--- src/sv/owts_pkg.sv ---
`default_nettype none
package owts_pkg;

   localparam int CSR_INDEX_W = 2;

   typedef enum logic [CSR_INDEX_W-1:0] {
      REG_ROM_ID      = 2'd0,
      REG_TEMPERATURE = 2'd1
   } csr_reg_type;

   localparam logic [7:0] CMD_NONE    = 8'h00;
   localparam logic [7:0] CMD_SEARCH  = 8'hf0;
   localparam logic [7:0] CMD_MATCH   = 8'h55;
   localparam logic [7:0] CMD_SKIP    = 8'hcc;
   localparam logic [7:0] CMD_PSU     = 8'hb4;
   localparam logic [7:0] CMD_CONVERT = 8'h44;
   localparam logic [7:0] CMD_READPAD = 8'hbe;

   localparam logic [15:0] RESET_MIN_US  = 16'd480;
   localparam logic [15:0] WRITE0_MIN_US = 16'd40;
   localparam logic [15:0] SLOT_MIN_US   = 16'd1;

   localparam logic [63:0] PAD_BASE = 64'h1000ff7ff00d0000;

   // q = 2*t/125 via reciprocal: 2^26/125 rounded up, exact for |2t| < 6e6
   localparam logic [19:0] TEMP_RECIP       = 20'd536871;
   localparam int          TEMP_RECIP_SHIFT = 26;
   // scaled value of the reset temperature (85000 mC)
   localparam logic [15:0] TEMP_SCALED_RESET = 16'h0550;

   localparam logic [7:0] CRC_POLY = 8'h8c;

   // Dallas CRC-8, reflected, init 0, bytes LSB first
   function automatic logic [7:0] dallas_crc64(input logic [63:0] v);
      logic [7:0] crc;
      logic       fb;
      crc = 8'h00;
      for (int i = 0; i < 64; i++) begin
         fb  = crc[0] ^ v[i];
         crc = {1'b0, crc[7:1]} ^ (fb ? CRC_POLY : 8'h00);
      end
      return crc;
   endfunction

endpackage
`default_nettype wire

--- src/sv/owts_pad_gen.sv ---
`default_nettype none
module owts_pad_gen
   import owts_pkg::*;
(
   input  wire logic [15:0] temp_scaled,
   output logic      [63:0] pad_word,
   output logic      [7:0]  pad_crc
);

   always_comb begin
      pad_word = {PAD_BASE[63:16], temp_scaled};
      pad_crc  = dallas_crc64(pad_word);
   end

endmodule
`default_nettype wire

--- src/sv/onewire_temp_sensor_slave_unit.sv ---
`default_nettype none
// 1-Wire temperature sensor slave. Each req item is one bus edge: line_level 0 is a falling
// edge and always yields bus_out 1; line_level 1 is a rising edge whose low_time_us selects
// reset/presence (480 us or more), write-0 (over 40 us), or read / write-1 (over 1 us).
// Commands served: search ROM, match ROM (64 bits), skip ROM, read power supply, convert and
// read scratchpad (scaled temperature, fixed bytes, Dallas CRC-8). Every item yields exactly
// one rsp item carrying bus_out. The whole edge decode and command
// step sit between the state registers and the rsp register, so an item is accepted every
// cycle while the rsp side takes its items. Configuration writes are accepted every cycle;
// the temperature is scaled once at write time.
module onewire_temp_sensor_slave_unit
   import owts_pkg::*;
(
   input  wire logic                   clock,
   input  wire logic                   reset,
   input  wire logic                   req_valid,
   output logic                        req_ready,
   input  wire logic                   req_line_level,
   input  wire logic [15:0]            req_low_time_us,
   output logic                        rsp_valid,
   input  wire logic                   rsp_ready,
   output logic                        rsp_bus_out,
   input  wire logic                   csr_valid,
   output logic                        csr_ready,
   input  wire logic [CSR_INDEX_W-1:0] csr_index,
   input  wire logic [63:0]            csr_data
);

   logic [63:0] rom_id_ff, rom_id_in;
   logic [15:0] temp_scaled_ff, temp_scaled_in;

   logic        drive_level_ff, drive_level_in;
   logic        silenced_ff, silenced_in;
   logic [7:0]  active_command_ff, active_command_in;
   logic [7:0]  rx_shift_ff, rx_shift_in;
   logic [3:0]  rx_bits_ff, rx_bits_in;
   logic [63:0] tx_shift_ff, tx_shift_in;
   logic [6:0]  tx_bits_ff, tx_bits_in;
   logic [6:0]  rom_bit_index_ff, rom_bit_index_in;
   logic [63:0] id_heard_ff, id_heard_in;
   logic [7:0]  pad_crc_ff, pad_crc_in;

   logic        rsp_valid_ff, rsp_valid_in;
   logic        rsp_bus_out_ff, rsp_bus_out_in;

   logic        req_accept;
   logic        csr_accept;

   logic [63:0] pad_word;
   logic [7:0]  pad_crc_calc;

   logic        temp_neg;
   logic [17:0] temp_mag;
   logic [38:0] temp_prod;
   logic [12:0] temp_quo;

   logic        search_go;
   logic        search_bit;
   logic [6:0]  search_prev;

   assign req_ready  = !rsp_valid_ff || rsp_ready;
   assign req_accept = req_valid && req_ready;
   assign csr_ready  = 1'b1;
   assign csr_accept = csr_valid && csr_ready;
   assign rsp_valid   = rsp_valid_ff;
   assign rsp_bus_out = rsp_bus_out_ff;

   owts_pad_gen u_pad_gen (
      .temp_scaled (temp_scaled_ff),
      .pad_word    (pad_word),
      .pad_crc     (pad_crc_calc)
   );

   // temperature scaling: trunc(t * 2 / 125), toward zero
   always_comb begin
      temp_neg  = csr_data[17];
      temp_mag  = temp_neg ? (18'd0 - csr_data[17:0]) : csr_data[17:0];
      temp_prod = {temp_mag, 1'b0} * TEMP_RECIP;
      temp_quo  = temp_prod[TEMP_RECIP_SHIFT +: 13];
   end

   always_comb begin
      rom_id_in      = rom_id_ff;
      temp_scaled_in = temp_scaled_ff;
      if (csr_accept) begin
         case (csr_reg_type'(csr_index))
            REG_ROM_ID: begin
               rom_id_in = csr_data;
            end
            REG_TEMPERATURE: begin
               temp_scaled_in = temp_neg ? (16'd0 - {3'b0, temp_quo}) : {3'b0, temp_quo};
            end
            default: begin
            end
         endcase
      end
   end

   always_comb begin
      drive_level_in    = drive_level_ff;
      silenced_in       = silenced_ff;
      active_command_in = active_command_ff;
      rx_shift_in       = rx_shift_ff;
      rx_bits_in        = rx_bits_ff;
      tx_shift_in       = tx_shift_ff;
      tx_bits_in        = tx_bits_ff;
      rom_bit_index_in  = rom_bit_index_ff;
      id_heard_in       = id_heard_ff;
      pad_crc_in        = pad_crc_ff;
      search_go         = 1'b0;
      search_bit        = 1'b0;
      search_prev       = 7'd0;

      if (req_accept) begin
         if (!req_line_level) begin
            drive_level_in = 1'b1;
         end else begin
            // edge decode
            if (req_low_time_us >= RESET_MIN_US) begin
               active_command_in = CMD_NONE;
               drive_level_in    = 1'b0;
               rx_bits_in        = 4'd0;
               tx_bits_in        = 7'd0;
               rx_shift_in       = 8'd0;
               tx_shift_in       = 64'd0;
               silenced_in       = 1'b0;
            end else if (!silenced_ff) begin
               if (req_low_time_us > WRITE0_MIN_US) begin
                  rx_shift_in = {1'b0, rx_shift_ff[7:1]};
                  rx_bits_in  = rx_bits_ff + 4'd1;
               end else if (req_low_time_us > SLOT_MIN_US) begin
                  if (tx_bits_ff != 7'd0) begin
                     drive_level_in = tx_shift_ff[0];
                     tx_shift_in    = {1'b0, tx_shift_ff[63:1]};
                     tx_bits_in     = tx_bits_ff - 7'd1;
                  end else begin
                     rx_shift_in = {1'b1, rx_shift_ff[7:1]};
                     rx_bits_in  = rx_bits_ff + 4'd1;
                  end
               end
            end

            // full byte: new command
            if (rx_bits_in == 4'd8) begin
               active_command_in = rx_shift_in;
               rx_bits_in        = 4'd0;
               case (rx_shift_in)
                  CMD_SEARCH, CMD_MATCH: begin
                     rom_bit_index_in = 7'd0;
                     tx_bits_in       = 7'd0;
                     id_heard_in      = 64'd0;
                  end
                  CMD_SKIP: begin
                     id_heard_in = rom_id_ff;
                     silenced_in = 1'b0;
                  end
                  CMD_PSU: begin
                     tx_bits_in  = 7'd1;
                     tx_shift_in = 64'd1;
                  end
                  CMD_CONVERT: begin
                     tx_bits_in  = 7'd3;
                     tx_shift_in = 64'd4;
                  end
                  CMD_READPAD: begin
                     tx_bits_in  = 7'd64;
                     tx_shift_in = pad_word;
                     pad_crc_in  = pad_crc_calc;
                  end
                  default: begin
                  end
               endcase
               rx_shift_in = 8'd0;
            end

            // command step
            case (active_command_in)
               CMD_SEARCH: begin
                  if (tx_bits_in == 7'd0 &&
                      (rx_bits_in == 4'd1 || rom_bit_index_in == 7'd0)) begin
                     search_go = 1'b1;
                     if (rx_bits_in != 4'd0) begin
                        search_prev = rom_bit_index_in - 7'd1;
                        id_heard_in = {rx_shift_in[7], id_heard_in[63:1]};
                        if (rx_shift_in[7] != rom_id_ff[search_prev[5:0]]) begin
                           active_command_in = CMD_NONE;
                           silenced_in       = 1'b1;
                           search_go         = 1'b0;
                        end else begin
                           rx_shift_in = 8'd0;
                           rx_bits_in  = 4'd0;
                           if (rom_bit_index_in >= 7'd64) begin
                              active_command_in = CMD_NONE;
                              search_go         = 1'b0;
                           end
                        end
                     end
                     if (search_go) begin
                        search_bit       = rom_id_ff[rom_bit_index_in[5:0]];
                        tx_shift_in      = {62'd0, ~search_bit, search_bit};
                        tx_bits_in       = 7'd2;
                        rom_bit_index_in = rom_bit_index_in + 7'd1;
                     end
                  end
               end
               CMD_MATCH: begin
                  if (rx_bits_in != 4'd0) begin
                     id_heard_in      = {rx_shift_in[7], id_heard_in[63:1]};
                     rx_shift_in      = 8'd0;
                     rx_bits_in       = 4'd0;
                     rom_bit_index_in = rom_bit_index_in + 7'd1;
                     if (rom_bit_index_in >= 7'd64) begin
                        active_command_in = CMD_NONE;
                        silenced_in       = (id_heard_in != rom_id_ff);
                     end
                  end
               end
               CMD_READPAD: begin
                  if (tx_bits_in == 7'd0) begin
                     tx_bits_in        = 7'd8;
                     tx_shift_in       = {56'd0, pad_crc_in};
                     active_command_in = CMD_NONE;
                  end
               end
               default: begin
               end
            endcase
         end
      end
   end

   always_comb begin
      rsp_bus_out_in = rsp_bus_out_ff;
      if (req_accept) begin
         rsp_valid_in   = 1'b1;
         rsp_bus_out_in = drive_level_in;
      end else if (rsp_ready) begin
         rsp_valid_in = 1'b0;
      end else begin
         rsp_valid_in = rsp_valid_ff;
      end
   end

   always_ff @(posedge clock) begin
      if (reset) begin
         rom_id_ff         <= 64'd0;
         temp_scaled_ff    <= TEMP_SCALED_RESET;
         drive_level_ff    <= 1'b0;
         silenced_ff       <= 1'b0;
         active_command_ff <= CMD_NONE;
         rx_shift_ff       <= 8'd0;
         rx_bits_ff        <= 4'd0;
         tx_shift_ff       <= 64'd0;
         tx_bits_ff        <= 7'd0;
         rom_bit_index_ff  <= 7'd0;
         id_heard_ff       <= 64'd0;
         pad_crc_ff        <= 8'd0;
         rsp_valid_ff      <= 1'b0;
      end else begin
         rom_id_ff         <= rom_id_in;
         temp_scaled_ff    <= temp_scaled_in;
         drive_level_ff    <= drive_level_in;
         silenced_ff       <= silenced_in;
         active_command_ff <= active_command_in;
         rx_shift_ff       <= rx_shift_in;
         rx_bits_ff        <= rx_bits_in;
         tx_shift_ff       <= tx_shift_in;
         tx_bits_ff        <= tx_bits_in;
         rom_bit_index_ff  <= rom_bit_index_in;
         id_heard_ff       <= id_heard_in;
         pad_crc_ff        <= pad_crc_in;
         rsp_valid_ff      <= rsp_valid_in;
      end
      rsp_bus_out_ff <= rsp_bus_out_in;
   end

   a_fall_releases: assert property (@(posedge clock) disable iff (reset)
      req_accept && !req_line_level |=> rsp_valid && rsp_bus_out)
      else $error("falling edge item did not release bus");

   a_reset_presence: assert property (@(posedge clock) disable iff (reset)
      req_accept && req_line_level && req_low_time_us >= RESET_MIN_US
      |=> rsp_valid && !rsp_bus_out && !silenced_ff && active_command_ff == CMD_NONE)
      else $error("reset pulse did not give presence");

   a_silenced_idle: assert property (@(posedge clock) disable iff (reset)
      silenced_ff |-> active_command_ff == CMD_NONE)
      else $error("command active while silenced");

   a_rx_bits_range: assert property (@(posedge clock) disable iff (reset)
      rx_bits_ff < 4'd8 && tx_bits_ff <= 7'd64)
      else $error("bit counter out of range");

endmodule
`default_nettype wire
--- config.mk ---
export PLATFORM = sky130hd
export DESIGN_NAME = onewire_temp_sensor_slave_unit
export DESIGN_NICKNAME = d
export VERILOG_FILES = /design/src/sv/owts_pkg.sv /design/src/sv/owts_pad_gen.sv /design/src/sv/onewire_temp_sensor_slave_unit.sv
export SDC_FILE = /design/constraint.sdc
export NUM_CORES = 1
export LEC_CHECK = 0
export ABC_AREA = 1
export BUFFER_PORTS_ARGS = -buffer_cell sky130_fd_sc_hd__clkbuf_2
export CORE_UTILIZATION = 50
export DETAILED_ROUTE_END_ITERATION = 8
export PLACE_DENSITY_LB_ADDON = 0.3
export SYNTH_ARGS = -nofsm -noshare
export SYNTH_HDL_FRONTEND = slang
export SYNTH_HIERARCHICAL = 1
export SYNTH_SLANG_ARGS = --single-unit
--- constraint.sdc ---
create_clock -name clock -period 16.8 [get_ports clock]
set_input_delay 1.68 -clock clock [delete_from_list [all_inputs] [get_ports clock]]
set_output_delay 1.68 -clock clock [all_outputs]
set_load 0.01 [all_outputs]
==> results.cfg, run 1 <==
[outcome]
status = complete, no violations

[layout]
nFillCells = 5314
area_delta_synth_final_pct = 4.950
drive_above_1_share_pct = 7.110
nets = 4635
antennaDiodeCount = 0

[synth]
synth-seq-cells = 251
ys_types = 63
synth_enable_flop_cells = 1
async_flop_share_pct = 0
yosysWarnings = 6
synth-compound-area-share_pct = 16.61
synth_area_per_cell_um2 = 6.154
synthAdderAreaFrac_pct = 12.93
synth_top_family_by_area = simple AND/OR/NAND/NOR gates
synthMuxAreaShare_pct = 0.04159
synth_top_area_share_pct = 18.49
synth_xor_area_share_pct = 3.193
synthTopCellsByArea = dfxtp_1 (18%), nand2_1 (16%), nand3_1 (8.6%)
synthSimpleGateAreaFrac_pct = 35.49
yosys_most_used_dff = dfxtp_1
ys_seq_area_share_pct = 18.60
synthCells = 4399
yosys.area.top_type = dfxtp_1
synth_area_mm2 = 0.02707

[detailed_routing]
routed_wl_mm = 82.01
ant_nets = 0
wl_per_cell_um = 16.34
drtPass1Iterations = 7
vias = 28220
drt_iter0_markers = 2780
drc = 0
vias_per_cell = 5.621

[worst_setup_path]
cp_data_arrival_time_ns = 9.71
cpMostUsedCell = nand2_1
end_kind = flop
path_class = in2reg
cpPeakStageDelay_ns = 1.36
worstSetupStartpointType = input port
crit_path_max_fanout = 73
crit_slowest_cell = ha_1
r2r_slack_ns = 8.68
cp.required_ns = 17.28

[grt]
grt_pass1_vias = 25410
grt_first_pass_wirelength_mm = 133.8
grt_overflow = 0
antenna_found_initial = 0
track_usage_pct = 29.15
grt_max_degree = 103

[floorplan]
core_area_mm2 = 0.05308
die_area_mm2 = 0.05508
ioPinCount = 92
start_util_pct = 51.01
dieWidth_um = 234.7
rows = 84
die_h_um = 234.7

[timing]
finalSetupTns_ns = 0
final_max_slew_viol_count = 0
relSlewSlack_pct = 13.14
fin_worst_skew_ns = 0.03345
hold_viol = 0
min_period_over_period_pct = 54.90
max_freq_mhz = 108.4
grt_setup_unrepaired = false
worstMarginPinSlew_ns = 1.303
post-route-min-period_ns = 9.224
setup_viol = 0

[flow_run]
cap_violations = 0

[clock_tree]
hold_buffers = 0
cts-resized-gates = 0
cts_tree = built
clock-sinks = 251
root_buffer = clkbuf_16
cts_inserted_buffers = 30
path_clk_slew_ns = 0.06
cts_htree_levels = 1
post-cts-setup-buffers = 0
clk_latency_ns = 0.59
clockBufferDepth = 3

[placement]
place.port_buffers = 90
gp_congestion = 1.039
place_hpwl_mm = 57.01

[min_path]
hold_path.class = reg2reg
==> routing by layer <==
layer	global-route usage, %	share of wire (%)	routed length, um
met1	40.50	44	36110
met4	10.17	3.4	2763
met5	0	0	0
met3	3.806	8.5	6943
met2	46.24	44	36200
==> per-stage QoR <==
| stage | cell area [um2] | worst slack (ns) | util, % | cells | hold WS, ns |
|---|---|---|---|---|---|
| 2_1_floorplan | 27250 | 8.434 | - | 4445 | 0.4357 |
| 3_3_place_gp | 27420 | 7.275 | 51.65 | 4967 | 0.4481 |
| 4_1_cts | 28410 | 7.787 | 53.53 | 5020 | 0.4649 |
| 5_1_grt | 28410 | 6.947 | 53.53 | 5020 | 0.4749 |
| 3_5_place_dp | 27420 | 7.237 | 51.65 | 4967 | 0.4551 |
| 6_report | 28410 | 7.576 | 53.53 | 5020 | 0.4632 |
==> sequential cells by signal (all words and copies together), names as in the netlist, 8 cells and up <==
signal	cells
rom_id_ff	64
tx_shift_ff	64
id_heard_ff	63
temp_scaled_ff	14
active_command_ff	8
pad_crc_ff	8
rx_shift_ff	8
==> cell usage after synthesis, drive strengths merged, types with 2 or more instances <==
master and number:
a21o 4, nand3 482, o31ai 4, o221ai 3, dfxtp 250, o2111ai 5, o211ai 83, o22ai 7
fa 73, clkinv 4, and3 2, nand3b 9, a22oi 3, o21ai 263, ha 163, or2 70
xor2 57, nor4 4, nand4 87, xnor2 22, o21bai 5, o21a 67, inv 548, nand2 1181
a21oi 324, nor3 21, a31oi 12, xnor3 3, a211oi 4, buf 148, clkbuf 143, nor2 340
conb 3
==> path summary, 6_finish.rpt <==
kind / startpoint / to / cells after the start
worst min-delay path: pad_crc_ff[0] / pad_crc_ff[0] / 2
worst max register to register: tx_bits_ff[0] / tx_shift_ff[63] / 34
worst max-delay path: req_low_time_us[13] / tx_shift_ff[63] / 33
worst min register to register: pad_crc_ff[0] / pad_crc_ff[0] / 2
==> final cells by class <==
type / instances / area [um2] / share of cell area (%)
multi-input cells: 3351 / 18730 / 65.90
clock buffers: 46 / 912.1 / 3.210
clock inverters: 7 / 85.08 / 0.2994
well taps: 688 / 860.8 / 3.030
inverters: 552 / 2079 / 7.319
repair buffers: 125 / 715.7 / 2.519
flip-flops and latches: 251 / 5035 / 17.72
==> cells by family after synthesis <==
| family | after synthesis |
|---|---|
| AND/OR/NAND/NOR | 2197 |
| buffers and inverters | 843 |
| AO/OA/AOI/OAI | 786 |
| flip-flops | 251 |
| adder cells (fa/ha/maj) | 236 |
| XOR/XNOR | 82 |
| other | 3 |
| multiplexers | 1 |
==> critical path, delay by kind of cell <==
kind	cells	cell delay [ns]
compound gates	5	0.99
simple gates	19	2.76
buf+inv	7	2.50
fa+ha+maj	2	1.62
==> cells in the final DEF (no fill, tap or decap), types with 8 or more instances in the layout <==
master     instances
conb_1            49
o21ai_1            8
a31oi_1           10
nand3b_1           9
clkbuf_8           8
nand2_2           33
clkbuf_2          89
nand2_1         1141
o21ai_0          245
clkbuf_16         31
o21a_1            67
nand3_1          465
ha_1             163
inv_1            523
a21oi_1          322
fa_1              73
o211ai_1          83
nor2_1           328
nor3_1            18
nand3_2           16
or2_1             15
nor2_2             9
or2_2             10
buf_4             36
dfxtp_1          250
xor2_1            51
xnor2_1           17
or2_0             45
nand4_1           84
inv_2             24
Power of run 1 is left out: the tool's default activity adds up to more than one toggle a clock period on the data nets, which glitch-free logic cannot reach.
==> run 2, diff against run 1 <==
- clock period: 16.8 -> 8.4 ns (I/O delays scaled with it)
==> results.cfg, run 2 (synthesis results as in run 1) <==
[detailed_routing]
drtPass1Iterations = 6
wl_per_cell_um = 16.82
ant_nets = 0
vias_per_cell = 5.662
drt_iter0_markers = 2992
vias = 28570
drc = 0
routed_wl_mm = 84.88

[worst_setup_path]
worstSetupStartpointType = input port
worst_path_dominant_cell_family = adder cells
cp_data_arrival_time_ns = 8.24
end_kind = flop
cpPeakStageDelay_ns = 0.55
crit_path_max_fanout = 7
crit_buf_inv = 4
crit_slowest_cell = fa_1
path_class = in2reg
cp.required_ns = 8.84

[outcome]
status = complete, no violations

[grt]
grt_pass1_vias = 25890
grt_max_degree = 94
track_usage_pct = 30.26
grt_overflow = 0
grt_first_pass_wirelength_mm = 137.3
antenna_found_initial = 2

[layout]
drive_above_1_share_pct = 7.691
area_delta_synth_final_pct = 6.036
nets = 4656
final_area_mm2 = 0.02871
final_common_cell = nand2_1
nFillCells = 5373
reg_top3 = rom_id_ff (64), tx_shift_ff (64), id_heard_ff (63)
mostFrequentLayoutCells = nand2_1 (1141), inv_1 (523), nand3_1 (465), nor2_1 (328), a21oi_1 (322)

[timing]
hold_viol = 0
setup_viol = 0
relSlewSlack_pct = 23.69
max_freq_mhz = 128.2
min_period_over_period_pct = 92.85
finalSetupTns_ns = 0
grt_setup_unrepaired = false
final_max_slew_viol_count = 0
fin_worst_skew_ns = 0.03369
post-route-min-period_ns = 7.799
worstMarginPinSlew_ns = 1.145

[floorplan]
die_h_um = 234.7
die_area_mm2 = 0.05508
ioPinCount = 92
start_util_pct = 51.01
core_area_mm2 = 0.05308
dieWidth_um = 234.7
rows = 84

[clock_tree]
cts_htree_levels = 2
clock-sinks = 251
clockBufferDepth = 3
cts_tree = built
root_buffer = clkbuf_16
post-cts-setup-buffers = 0
path_clk_slew_ns = 0.07
clk_latency_ns = 0.57
cts_inserted_buffers = 34

[placement]
place.port_buffers = 90
gp_congestion = 1.021
dpl_cell_area_mm2 = 0.02757
place_hpwl_mm = 58.72

[flow_run]
cap_violations = 0

[min_path]
hold_path.class = reg2reg
run 2: final cells by class:
| class | instances | area (um2) | share of cell area (%) |
|---|---|---|---|
| flip-flops and latches | 251 | 5035 | 17.54 |
| repair buffers | 142 | 868.3 | 3.025 |
| well taps | 688 | 860.8 | 2.999 |
| clock buffers | 46 | 977.2 | 3.404 |
| diodes | 2 | 5.005 | 0.01743 |
| multi-input cells | 3351 | 18730 | 65.25 |
| clock inverters | 14 | 148.9 | 0.5187 |
| inverters | 552 | 2079 | 7.244 |
run 2: worst register-to-register path, delay by kind of cell (launching register included):
family / cells / cell delay, ns
and+or+nand+nor: 20 / 2.90
buffers and inverters: 7 / 1.78
xor gates and xnor gates: 1 / 0.66
AOI/OAI and AO/OA: 3 / 0.60
adders and majority gates: 2 / 0.41
DFF: 1 / 0.35
run 2: through the flow:
| stage | utilization [%] | cells | hold WS, ns | setup slack (ns) |
|---|---|---|---|---|
| 2_1_floorplan | - | 4445 | 0.4357 | 0.8742 |
| 3_3_place_gp | 51.94 | 4984 | 0.4506 | 0.2803 |
| 3_5_place_dp | 51.94 | 4984 | 0.4567 | 0.1586 |
| 4_1_cts | 54.06 | 5044 | 0.4656 | 0.7173 |
| 5_1_grt | 54.08 | 5044 | 0.4938 | 0.008026 |
| 6_report | 54.09 | 5046 | 0.4668 | 0.6008 |
run 2: repair_timing:
action,CTS,global route
endpoints found under the setup margin,0,1
hold buffers,0,0
gates resized for setup,0,1
run 2: worst paths after layout:
check	startpoint	to	slack (ns)	depth (start not counted)
worst max-delay path	csr_data[0]	temp_scaled_ff[7]	0.60	33
worst min-delay path	active_command_ff[1]	active_command_ff[1]	0.47	2
worst max register to register	tx_bits_ff[0]	tx_shift_ff[55]	1.61	33
worst min register to register	active_command_ff[1]	active_command_ff[1]	0.47	2
run 2: routing by layer:
| metal | track usage (%) | vias to the layer above | part of all wire, % |
|---|---|---|---|
| met5 | 0 | - | 0 |
| met4 | 11.70 | 0 | 3.6 |
| met3 | 5.604 | 209 | 9.6 |
| met2 | 47.09 | 1288 | 43 |
| met1 | 41.33 | 13020 | 44 |
| li1 | - | 14060 | - |
Power of run 2 is left out for the same reason.
